==> config.mk <==
export PLATFORM = sky130hd
export DESIGN_NAME = quic_varint_frame_deframer_top
export DESIGN_NICKNAME = d
export VERILOG_FILES = /design/src/sv/qvd_pkg.sv /design/src/sv/qvd_front.sv /design/src/sv/qvd_back.sv /design/src/sv/quic_varint_frame_deframer_top.sv
export VERILOG_INCLUDE_DIRS = /design/src /design/src/sv
export SDC_FILE = /design/constraint.sdc
export NUM_CORES = 1
export LEC_CHECK = 0
export BUFFER_PORTS_ARGS = -buffer_cell sky130_fd_sc_hd__buf_2
export CORE_ASPECT_RATIO = 1.1
export CORE_MARGIN = 4
export CORE_UTILIZATION = 50
export DETAILED_ROUTE_END_ITERATION = 7
export GPL_TIMING_DRIVEN = 0
export PLACE_DENSITY = 0.66
export SKIP_LAST_GASP = 1
export SYNTH_ARGS = -nofsm -noshare
export SYNTH_HDL_FRONTEND = slang
export SYNTH_SLANG_ARGS = --single-unit
==> constraint.sdc <==
create_clock -name clk -period 22 [get_ports clk]
set_clock_uncertainty 0.15 [all_clocks]
set_input_delay 4.4 -clock clk [delete_from_list [all_inputs] [get_ports clk]]
set_output_delay 4.4 -clock clk [all_outputs]
set_load 0.05 [all_outputs]
==> src/sv/quic_varint_frame_deframer_top_defines.svh <==
// assertion macros used by the top-level module
`ifndef QUIC_VARINT_FRAME_DEFRAMER_TOP_DEFINES_SVH
`define QUIC_VARINT_FRAME_DEFRAMER_TOP_DEFINES_SVH

// same-cycle implication
`define QVD_ASSERT_IMP(label, ante, cons) \
    label: assert property (@(posedge clk) disable iff (!rst_n) (ante) |-> (cons)) \
        else $error("qvd implication check failed");

// next-cycle implication
`define QVD_ASSERT_NXT(label, ante, cons) \
    label: assert property (@(posedge clk) disable iff (!rst_n) (ante) |=> (cons)) \
        else $error("qvd next-cycle check failed");

`endif

==> src/sv/qvd_pkg.sv <==
package qvd_pkg;

    localparam int VW = 62;
    localparam int BW = 8;
    localparam int QDEPTH = 2;

    typedef enum logic [1:0] {
        PH_TYPE = 2'd0,
        PH_LEN  = 2'd1,
        PH_PAY  = 2'd2
    } qvd_phase_t;

    typedef enum logic [1:0] {
        KIND_HEADER  = 2'd0,
        KIND_PAYLOAD = 2'd1,
        KIND_TRUNC   = 2'd2
    } qvd_kind_t;

    typedef struct packed {
        logic [BW-1:0] data_byte;
        logic          end_of_data;
    } in_item_t;

    typedef struct packed {
        qvd_kind_t     kind;
        logic [VW-1:0] frame_type;
        logic [VW-1:0] payload_length;
        logic [BW-1:0] payload_byte;
        logic          last_of_frame;
        logic          truncated;
    } out_item_t;

    // classified byte as queued between front and back
    typedef struct packed {
        logic [BW-1:0] data_byte;
        logic          end_of_data;
        logic [2:0]    first_extra;
    } qvd_entry_t;

    typedef struct packed {
        logic       valid;
        qvd_entry_t entry;
    } qvd_queue_t;

    // bytes after the first one, from the varint length prefix
    function automatic logic [2:0] varint_extra(input logic [1:0] prefix);
        logic [2:0] n;
        case (prefix)
            2'd0:    n = 3'd0;
            2'd1:    n = 3'd1;
            2'd2:    n = 3'd3;
            default: n = 3'd7;
        endcase
        return n;
    endfunction

endpackage

==> src/sv/qvd_front.sv <==
module qvd_front (
    input  logic               clk,
    input  logic               rst_n,
    input  logic               in_valid,
    output logic               in_ready,
    input  qvd_pkg::in_item_t  in_data,
    output qvd_pkg::qvd_queue_t q,
    input  logic               pop
);

    qvd_pkg::qvd_entry_t mem [qvd_pkg::QDEPTH];
    logic [1:0] count_reg, count_next;
    logic       wr_ptr_reg, wr_ptr_next;
    logic       rd_ptr_reg, rd_ptr_next;
    logic       push;
    qvd_pkg::qvd_entry_t cls;

    assign in_ready = (count_reg != 2'(qvd_pkg::QDEPTH));
    assign push     = in_valid && in_ready;

    always_comb
    begin
        cls.data_byte   = in_data.data_byte;
        cls.end_of_data = in_data.end_of_data;
        cls.first_extra = qvd_pkg::varint_extra(in_data.data_byte[7:6]);
    end

    always_comb
    begin
        wr_ptr_next = push ? ~wr_ptr_reg : wr_ptr_reg;
        rd_ptr_next = pop  ? ~rd_ptr_reg : rd_ptr_reg;
        count_next  = count_reg + 2'(push) - 2'(pop);
    end

    assign q.valid = (count_reg != 2'd0);
    assign q.entry = mem[rd_ptr_reg];

    always_ff @(posedge clk)
    begin
        if (push)
        begin
            mem[wr_ptr_reg] <= cls;
        end
    end

    always_ff @(posedge clk or negedge rst_n)
    begin
        if (!rst_n)
        begin
            count_reg  <= 2'd0;
            wr_ptr_reg <= 1'b0;
            rd_ptr_reg <= 1'b0;
        end
        else
        begin
            count_reg  <= count_next;
            wr_ptr_reg <= wr_ptr_next;
            rd_ptr_reg <= rd_ptr_next;
        end
    end

endmodule

==> src/sv/qvd_back.sv <==
module qvd_back (
    input  logic                clk,
    input  logic                rst_n,
    input  qvd_pkg::qvd_queue_t q,
    output logic                pop,
    output logic                out_valid,
    input  logic                out_ready,
    output qvd_pkg::out_item_t  out_data
);

    qvd_pkg::qvd_phase_t        phase_reg, phase_next;
    logic [2:0]                 vbl_reg, vbl_next;
    logic [qvd_pkg::VW-1:0]     acc_reg, acc_next;
    logic [qvd_pkg::VW-1:0]     ftype_reg, ftype_next;
    logic [qvd_pkg::VW-1:0]     plen_reg, plen_next;
    logic [qvd_pkg::VW-1:0]     pbl_reg, pbl_next;
    logic                       out_valid_reg, out_valid_next;
    qvd_pkg::out_item_t         out_reg, out_next;

    logic [qvd_pkg::BW-1:0]     b;
    logic                       eod;
    logic [qvd_pkg::VW-1:0]     pdec;
    logic                       plast;
    logic                       emit;
    qvd_pkg::qvd_kind_t         ekind;
    logic [qvd_pkg::BW-1:0]     ebyte;
    logic                       elast;
    logic                       etrunc;
    logic                       restart;
    logic                       is_len;

    assign pop       = q.valid && (!out_valid_reg || out_ready);
    assign out_valid = out_valid_reg;
    assign out_data  = out_reg;
    assign b         = q.entry.data_byte;
    assign eod       = q.entry.end_of_data;
    assign pdec      = (pbl_reg != '0) ? pbl_reg - qvd_pkg::VW'(1) : '0;
    assign plast     = (pdec == '0);

    always_comb
    begin
        phase_next = phase_reg;
        vbl_next   = vbl_reg;
        acc_next   = acc_reg;
        ftype_next = ftype_reg;
        plen_next  = plen_reg;
        pbl_next   = pbl_reg;
        emit       = 1'b0;
        ekind      = qvd_pkg::KIND_HEADER;
        ebyte      = '0;
        elast      = 1'b0;
        etrunc     = 1'b0;
        restart    = 1'b0;
        is_len     = (phase_reg == qvd_pkg::PH_LEN);

        case (phase_reg)
            qvd_pkg::PH_PAY:
            begin
                emit     = 1'b1;
                ekind    = qvd_pkg::KIND_PAYLOAD;
                ebyte    = b;
                elast    = plast;
                etrunc   = eod && !plast;
                pbl_next = pdec;
                restart  = plast || eod;
            end
            default:
            begin
                if (vbl_reg == 3'd0)
                begin
                    if (!is_len)
                    begin
                        ftype_next = '0;
                        plen_next  = '0;
                    end
                    acc_next = qvd_pkg::VW'(b[5:0]);
                    vbl_next = q.entry.first_extra;
                end
                else
                begin
                    acc_next = {acc_reg[qvd_pkg::VW-qvd_pkg::BW-1:0], b};
                    vbl_next = vbl_reg - 3'd1;
                end

                if (vbl_next == 3'd0)
                begin
                    if (!is_len)
                    begin
                        ftype_next = acc_next;
                        acc_next   = '0;
                        phase_next = qvd_pkg::PH_LEN;
                        if (eod)
                        begin
                            emit    = 1'b1;
                            ekind   = qvd_pkg::KIND_TRUNC;
                            etrunc  = 1'b1;
                            restart = 1'b1;
                        end
                    end
                    else
                    begin
                        plen_next = acc_next;
                        acc_next  = '0;
                        emit      = 1'b1;
                        ekind     = qvd_pkg::KIND_HEADER;
                        if (plen_next == '0)
                        begin
                            elast   = 1'b1;
                            restart = 1'b1;
                        end
                        else if (eod)
                        begin
                            etrunc  = 1'b1;
                            restart = 1'b1;
                        end
                        else
                        begin
                            pbl_next   = plen_next;
                            phase_next = qvd_pkg::PH_PAY;
                        end
                    end
                end
                else
                begin
                    phase_next = is_len ? qvd_pkg::PH_LEN : qvd_pkg::PH_TYPE;
                    if (eod)
                    begin
                        emit    = 1'b1;
                        ekind   = qvd_pkg::KIND_TRUNC;
                        etrunc  = 1'b1;
                        restart = 1'b1;
                    end
                end
            end
        endcase

        if (restart)
        begin
            phase_next = qvd_pkg::PH_TYPE;
            vbl_next   = 3'd0;
            acc_next   = '0;
            pbl_next   = '0;
        end

        out_next.kind           = ekind;
        out_next.frame_type     = ftype_next;
        out_next.payload_length = plen_next;
        out_next.payload_byte   = ebyte;
        out_next.last_of_frame  = elast;
        out_next.truncated      = etrunc;

        if (pop)
        begin
            out_valid_next = emit;
        end
        else if (out_ready)
        begin
            out_valid_next = 1'b0;
        end
        else
        begin
            out_valid_next = out_valid_reg;
        end
    end

    always_ff @(posedge clk)
    begin
        if (pop && emit)
        begin
            out_reg <= out_next;
        end
    end

    always_ff @(posedge clk or negedge rst_n)
    begin
        if (!rst_n)
        begin
            phase_reg     <= qvd_pkg::PH_TYPE;
            vbl_reg       <= 3'd0;
            acc_reg       <= '0;
            ftype_reg     <= '0;
            plen_reg      <= '0;
            pbl_reg       <= '0;
            out_valid_reg <= 1'b0;
        end
        else
        begin
            if (pop)
            begin
                phase_reg <= phase_next;
                vbl_reg   <= vbl_next;
                acc_reg   <= acc_next;
                ftype_reg <= ftype_next;
                plen_reg  <= plen_next;
                pbl_reg   <= pbl_next;
            end
            out_valid_reg <= out_valid_next;
        end
    end

endmodule

==> src/sv/quic_varint_frame_deframer_top.sv <==
// channel  dir  handshake              payload
// in       in   in_valid / in_ready    qvd_pkg::in_item_t, one stream byte
// out      out  out_valid / out_ready  qvd_pkg::out_item_t, zero or one per byte
//
// one byte per cycle sustained while out_ready stays high; out_valid rises once its byte has
// passed the two-entry byte queue and the output register of the parser
// rst_n clears the queue and the parser state at once; no clearing pass
// a stalled output holds its result and the parser stops draining the queue
// in_ready drops only when both queue entries are occupied
`include "quic_varint_frame_deframer_top_defines.svh"

module quic_varint_frame_deframer_top (
    input  logic               clk,
    input  logic               rst_n,
    input  logic               in_valid,
    output logic               in_ready,
    input  qvd_pkg::in_item_t  in_data,
    output logic               out_valid,
    input  logic               out_ready,
    output qvd_pkg::out_item_t out_data
);

    qvd_pkg::qvd_queue_t q;
    logic                pop;

    qvd_front u_front (
        .clk      (clk),
        .rst_n    (rst_n),
        .in_valid (in_valid),
        .in_ready (in_ready),
        .in_data  (in_data),
        .q        (q),
        .pop      (pop)
    );

    qvd_back u_back (
        .clk       (clk),
        .rst_n     (rst_n),
        .q         (q),
        .pop       (pop),
        .out_valid (out_valid),
        .out_ready (out_ready),
        .out_data  (out_data)
    );

    `QVD_ASSERT_IMP(a_empty_ready, !q.valid, in_ready)
    `QVD_ASSERT_NXT(a_empty_holds, !q.valid && !(in_valid && in_ready), !q.valid)
    `QVD_ASSERT_IMP(a_trunc_kind, out_valid && (out_data.kind == qvd_pkg::KIND_TRUNC), out_data.truncated && !out_data.last_of_frame)
    `QVD_ASSERT_IMP(a_byte_zero, out_valid && (out_data.kind != qvd_pkg::KIND_PAYLOAD), out_data.payload_byte == 8'd0)

endmodule

### Yosys cells after proc, flatten, opt, wreduce, memory -nomap -nowiden

Memories as Yosys holds them, arrays and structs flattened.
Index checks and enable logic that the tools add are counted.

* register bits after elaboration: 386
* latch bits: 0
* bits in writable memories: 24
* bits in read-only memories: 0
* output and inout port bits: 138
* word-level logic and storage cells: 111
* memories kept: 1

Memories
* u_front.mem: words 2, bits a word 12, read ports 1, clocked after memory_dff 0, wr ports 1, RTL line qvd_front.sv:11 `qvd_pkg::qvd_entry_t mem [qvd_pkg::QDEPTH];`

* add/subtract/negate cells: 4
* multipliers: 0
* div/mod/pow operators: 0
* order comparisons: 0
* equal/unequal tests: 10
* shift-type cells: 0
* mux-type cells: 57
* bitwise gates (word level): 2
* reductions and logical operators: 21

Operator list (number)
* $mux W62: 19
* $mux W54: 3
* $logic_not A62 Y1: 2
* $reduce_bool A62 Y1: 1
* $sub A62 B1 Y62 const B: 1
* $mux W1: 21
* $mux W2: 9
* $mux W3: 4
* $pmux W3 S3: 1
* $logic_not A3 Y1: 2
* $reduce_bool A3 Y1: 2
* $reduce_and A5 Y1: 1
* $eq A2 B1 Y1 const B: 2
* $eq A2 B2 Y1 const B: 2
* $logic_and A1 B1 Y1: 4
* $ne A4 B3 Y1 const B: 1
* $ne A4 B4 Y1 const B: 1
* $reduce_and A4 Y1: 1
* $reduce_bool A2 Y1: 2
* $ne A3 B2 Y1 const B: 1
* $ne A3 B3 Y1 const B: 1
* $sub A3 B1 Y3 const B: 1
* $add A2 B1 Y2: 1
* $logic_not A1 Y1: 2
* 7 further kinds: 9

### Depth between registers and ports, before layout

* depth in word-level cells: 10
* depth in mapped cells: 19

### Modules after synthesis

A second synthesis with hierarchy kept.

* cells, all modules: 1787
* area total of the unflattened synthesis: 18712.9 um^2

By module, submodules not included
* qvd_back: instances 1, cells each 1730, area an instance 17628.2 um^2
* qvd_front: instances 1, cells each 57, area an instance 1084.8 um^2

### Least setup slack after synthesis

No wires, ideal clock.

* path kind: input port to flip-flop
* start point: input port out_ready
* end point: register u_back.out_reg, in the netlist u_back.out_data[0], enable pin
* arrival: 10765 ps
* data required time: 21217 ps
* setup slack: 10453 ps
* cell stages on the path: 5
* path buffers: 2
* cell sequence: nand2b_1 o21ai_1 clkbuf_1 clkbuf_1 nor2_1

* longest elaborated chain between the ends: 3

RTL lines
* from (decl): RTL line quic_varint_frame_deframer_top.sv:19 `input logic out_ready,`
* $logic_or A1 B1 Y1: RTL line qvd_back.sv:32 `assign pop = q.valid && (!out_valid_reg || out_ready);`
* $logic_and A1 B1 Y1: RTL line qvd_back.sv:32
* $logic_and A1 B1 Y1: RTL line qvd_back.sv:168 `if (pop && emit)`
* to (signal assigned): RTL line qvd_back.sv:170 `out_reg <= out_next;`
* to (decl): RTL line qvd_back.sv:18 `qvd_pkg::out_item_t out_reg, out_next;`

No other way between the ends.
A chain may end at the register's enable or synchronous reset.

### Final worst setup path

* start point: input port out_ready
* end point: register u_front.count_reg[1]

* longest elaborated chain between the ends: 3

RTL lines
* $logic_or A1 B1 Y1: RTL line qvd_back.sv:32
* $logic_and A1 B1 Y1: RTL line qvd_back.sv:32
* via pop: RTL line quic_varint_frame_deframer_top.sv:24 `logic pop;`
* $sub A2 B1 Y2: RTL line qvd_front.sv:32 `count_next = count_reg + 2'(push) - 2'(pop);`
* via u_front.count_next[1]: RTL line qvd_front.sv:12 `logic [1:0] count_reg, count_next;`
* to (signal assigned): RTL line qvd_front.sv:56 `count_reg <= count_next;`
* to (decl): RTL line qvd_front.sv:12

The timed path passes the listed nets, and every way through them passes these cells.

==> results.md <==
* Status: finished with violations
* Failing checks: capacitance limit, slew limit
* Final WL at 63.8 mm
* Diodes inserted at 0
* Util after Layout at 58.5%
* PnR Total Power at 3.58 mW
* Number of fill cells at 3101
* Mapped Nets at 1755
* GRT met1 Usage at 42.3%
* Crit-path cells: buf_2 > nand2b_1 > o21ai_1 > inv_1 > clkbuf_1 > clkbuf_1 > clkbuf_1 > ha_1 > inv_1 > ha_1 > xnor2_1 > xnor2_1
* Layout Nets at 1955
* Largest area contributor in the netlist: dfrtp_1
* Detailed Routing Iterations Pass 1 at 8
* Wire length per cell at 25.9 um
* GR Layer Usage met2 at 48.7%
* GRT Max-Usage Layer: met2
* Setup_tns at 0 ps
* Yosys cell types at 72
* Pin count of the biggest net entering global routing at 117
* Max reg flops at 136
* Layout cell share with drive strength beyond 1 at 15.1%
* GPL Wtd Cong at 0.999
* Worst Hold Class: reg -> reg
* Initial DRC Count at 1567
* Full die area at 0.0408 mm^2
* # port buffers at 150
* Simple logic cell fraction of the synthesized area at 16.8%
* Final Hold Viols at 0
* Antenna Nets Post-Route at 0
* Setup CP Type: in -> reg
* Leak Pwr at 9.42 nW
* Worst-Skew Late Latency at 560 ps
* Synth Instances at 1734
* # hold bufs at CTS at 0
* Xor/xnor share of the synthesized area at 1.63%
* DR vias/cell at 6.26
* Ys async rst share at 61.0%
* Die X at 193 um
* CTS Buf Count at 42
* Post-Synth Adder-Cell Area at 0.532%
* Syn. warnings at 0
* Number of global-route vias before repair at 15200
* Area grow syn2layout at 15.5%
* Buf/Inv on CP at 6
* I/O Pins at 151
* Primary FF master, synth: dfrtp_1
* First-pass GRT wire length at 95.4 mm
* Crit path max fanout at 10
* Compound-Gate Fraction of Synth Area at 17.0%
* Final global-route overflow total at 0
* Setup violators final at 0
* Post-CTS setup buffers at 0
* Grt met3 use at 5.72%
* Root Driver: clkbuf_16
* Clk slew on worst S/H paths at 60 ps
* Post-CTS sizing at 0
* Normalized max-slew margin at -1.30%
* CP arrival at 8670 ps
* Starting Density at 50.7%
* Max-cap check violation count at 1
* Core Region at 0.0371 mm^2
* #FFs+latches synth at 410
* GRT Resource Usage Total at 31.1%
* Die Y at 211 um
* Clock sink count at 410
* Final period utilization at 37.9%
* Clk buf depth at 3
* RSZ-0062 raised after global routing: false
* Main combinational cell family by area after synthesis: compound AO/OA/AOI/OAI gates
* H-Tree Level Count at 2
* Setup crit end kind: register
* Sequential element share of the synthesized area at 58.8%
* Post-synthesis mux area share at 1.99%
* CP max stage delay at 830 ps
* Commonest cells post-synth: 271 x nand2_1, 250 x dfrtp_1, 206 x nor2_1, 160 x edfxtp_1, 97 x clkbuf_1
* Drt drc at 0
* Most numerous cell in the Yosys netlist: nand2_1
* Worst path required time at 22320 ps
* Fmax at 120 MHz
* Syn avg cell area at 10.9 um^2
* Fin. max-slew vios at 9
* Initial antenna violation count at 0
* Core Rows at 74
* Yosys top cell area share at 33.2%
* Peak supply drop at 0.127 mV
* Crit path time final at 8340 ps
* Post-detail-place hpwl at 45.6 mm
* Post-synth EDFFs at 160
* Vias at 15400
* Area contributors post-synth: dfrtp_1 33%, edfxtp_1 26%, nand2_1 5.4%
* Startpoint types: input port
* Least-Margin Pin Slew at 1510 ps
* Slowest CP cell: clkbuf_1
* Worst path most repeated cell: clkbuf_1
* Pwr per Cell Area at 165 mW/mm^2
* CTS tree: done
* Crit path max-delay family: buffers and inverters
* Post-synthesis cell area at 0.0188 mm^2
final timing paths:
path | slack [ps] | endpoint | from | depth (start not counted)
min in group asynchronous | 3620 | u_back.plen_reg[55] | rst_n | 1
min reg2reg | 330 | u_back.ftype_reg[3] | u_back.ftype_reg[3] | 2
max | 13660 | u_front.count_reg[1] | out_ready | 12
min | 330 | u_back.ftype_reg[3] | u_back.ftype_reg[3] | 2
max in group asynchronous | 17120 | u_back.plen_reg[24] | rst_n | 2
max reg2reg | 16470 | u_back.pbl_reg[43] | u_back.pbl_reg[32] | 14
through the flow:
stage	setup WS (ps)	cell area (um^2)	hold slack, ps	cells
after global placement	6660	20200	307	2378
after global routing	13680	21700	348	2461
final	13660	21700	326	2461
after floorplan	10450	18800	296	1734
after detailed placement	13310	20300	313	2384
after CTS	13870	21700	328	2461
power breakdown:
| part | switching [mW] | internal [mW] |
|---|---|---|
| registers | 0.108 | 1.05 |
| clock network | 0.308 | 0.411 |
| logic | 1.31 | 0.389 |
| total | 1.73 | 1.85 |
layer usage:
layer	wire (um)	vias up	share of wire (%)
li1	-	6843	-
met1	25600	7662	40
met2	29600	732	46
met3	5080	176	8.0
met4	3480	0	5.4
met5	0	-	0
worst min-delay path, stage by stage (launching register included):
cell and delay, ps:
dfrtp_1 340, nand2_1 50, nand2_1 60
layout by cell type, fill, tap and decap left out, types with 16 or more instances in the layout:
| cell type | count |
|---|---|
| o21ai_0 | 46 |
| clkbuf_16 | 43 |
| a22oi_1 | 21 |
| edfxtp_1 | 160 |
| a32o_1 | 90 |
| buf_2 | 168 |
| o31ai_1 | 26 |
| nand4_1 | 18 |
| nand2_1 | 271 |
| a22o_1 | 94 |
| clkbuf_1 | 104 |
| o21bai_1 | 16 |
| nand3_1 | 23 |
| nor2_1 | 205 |
| mux2_2 | 20 |
| dfrtp_1 | 250 |
| nor3_1 | 46 |
| a21oi_1 | 41 |
| inv_1 | 22 |
| xnor2_1 | 20 |
| nor4_1 | 36 |
final cells by class:
type | count | area, um^2 | share of cell area, %
Tap cell | 494 | 618 | 2.84
Clock inverter | 23 | 224 | 1.03
Sequential cell | 410 | 11100 | 50.9
Inverter | 23 | 86.3 | 0.397
Multi-Input combinational cell | 1172 | 7170 | 33.0
Timing Repair Buffer | 156 | 896 | 4.12
Buffer | 129 | 523 | 2.41
Clock buffer | 54 | 1160 | 5.32
logic make-up (layout without fill, tap and decap cells):
family                   Yosys count  in the layout
multiplexers                      35             35
XOR/XNOR                          35             35
buffers and inverters            152            385
adder cells (fa/ha/maj)            8              8
AND/OR/NAND/NOR                  691            691
AO/OA/AOI/OAI                    403            403
flip-flops                       410            410
Power figures use the tool's default switching activity.
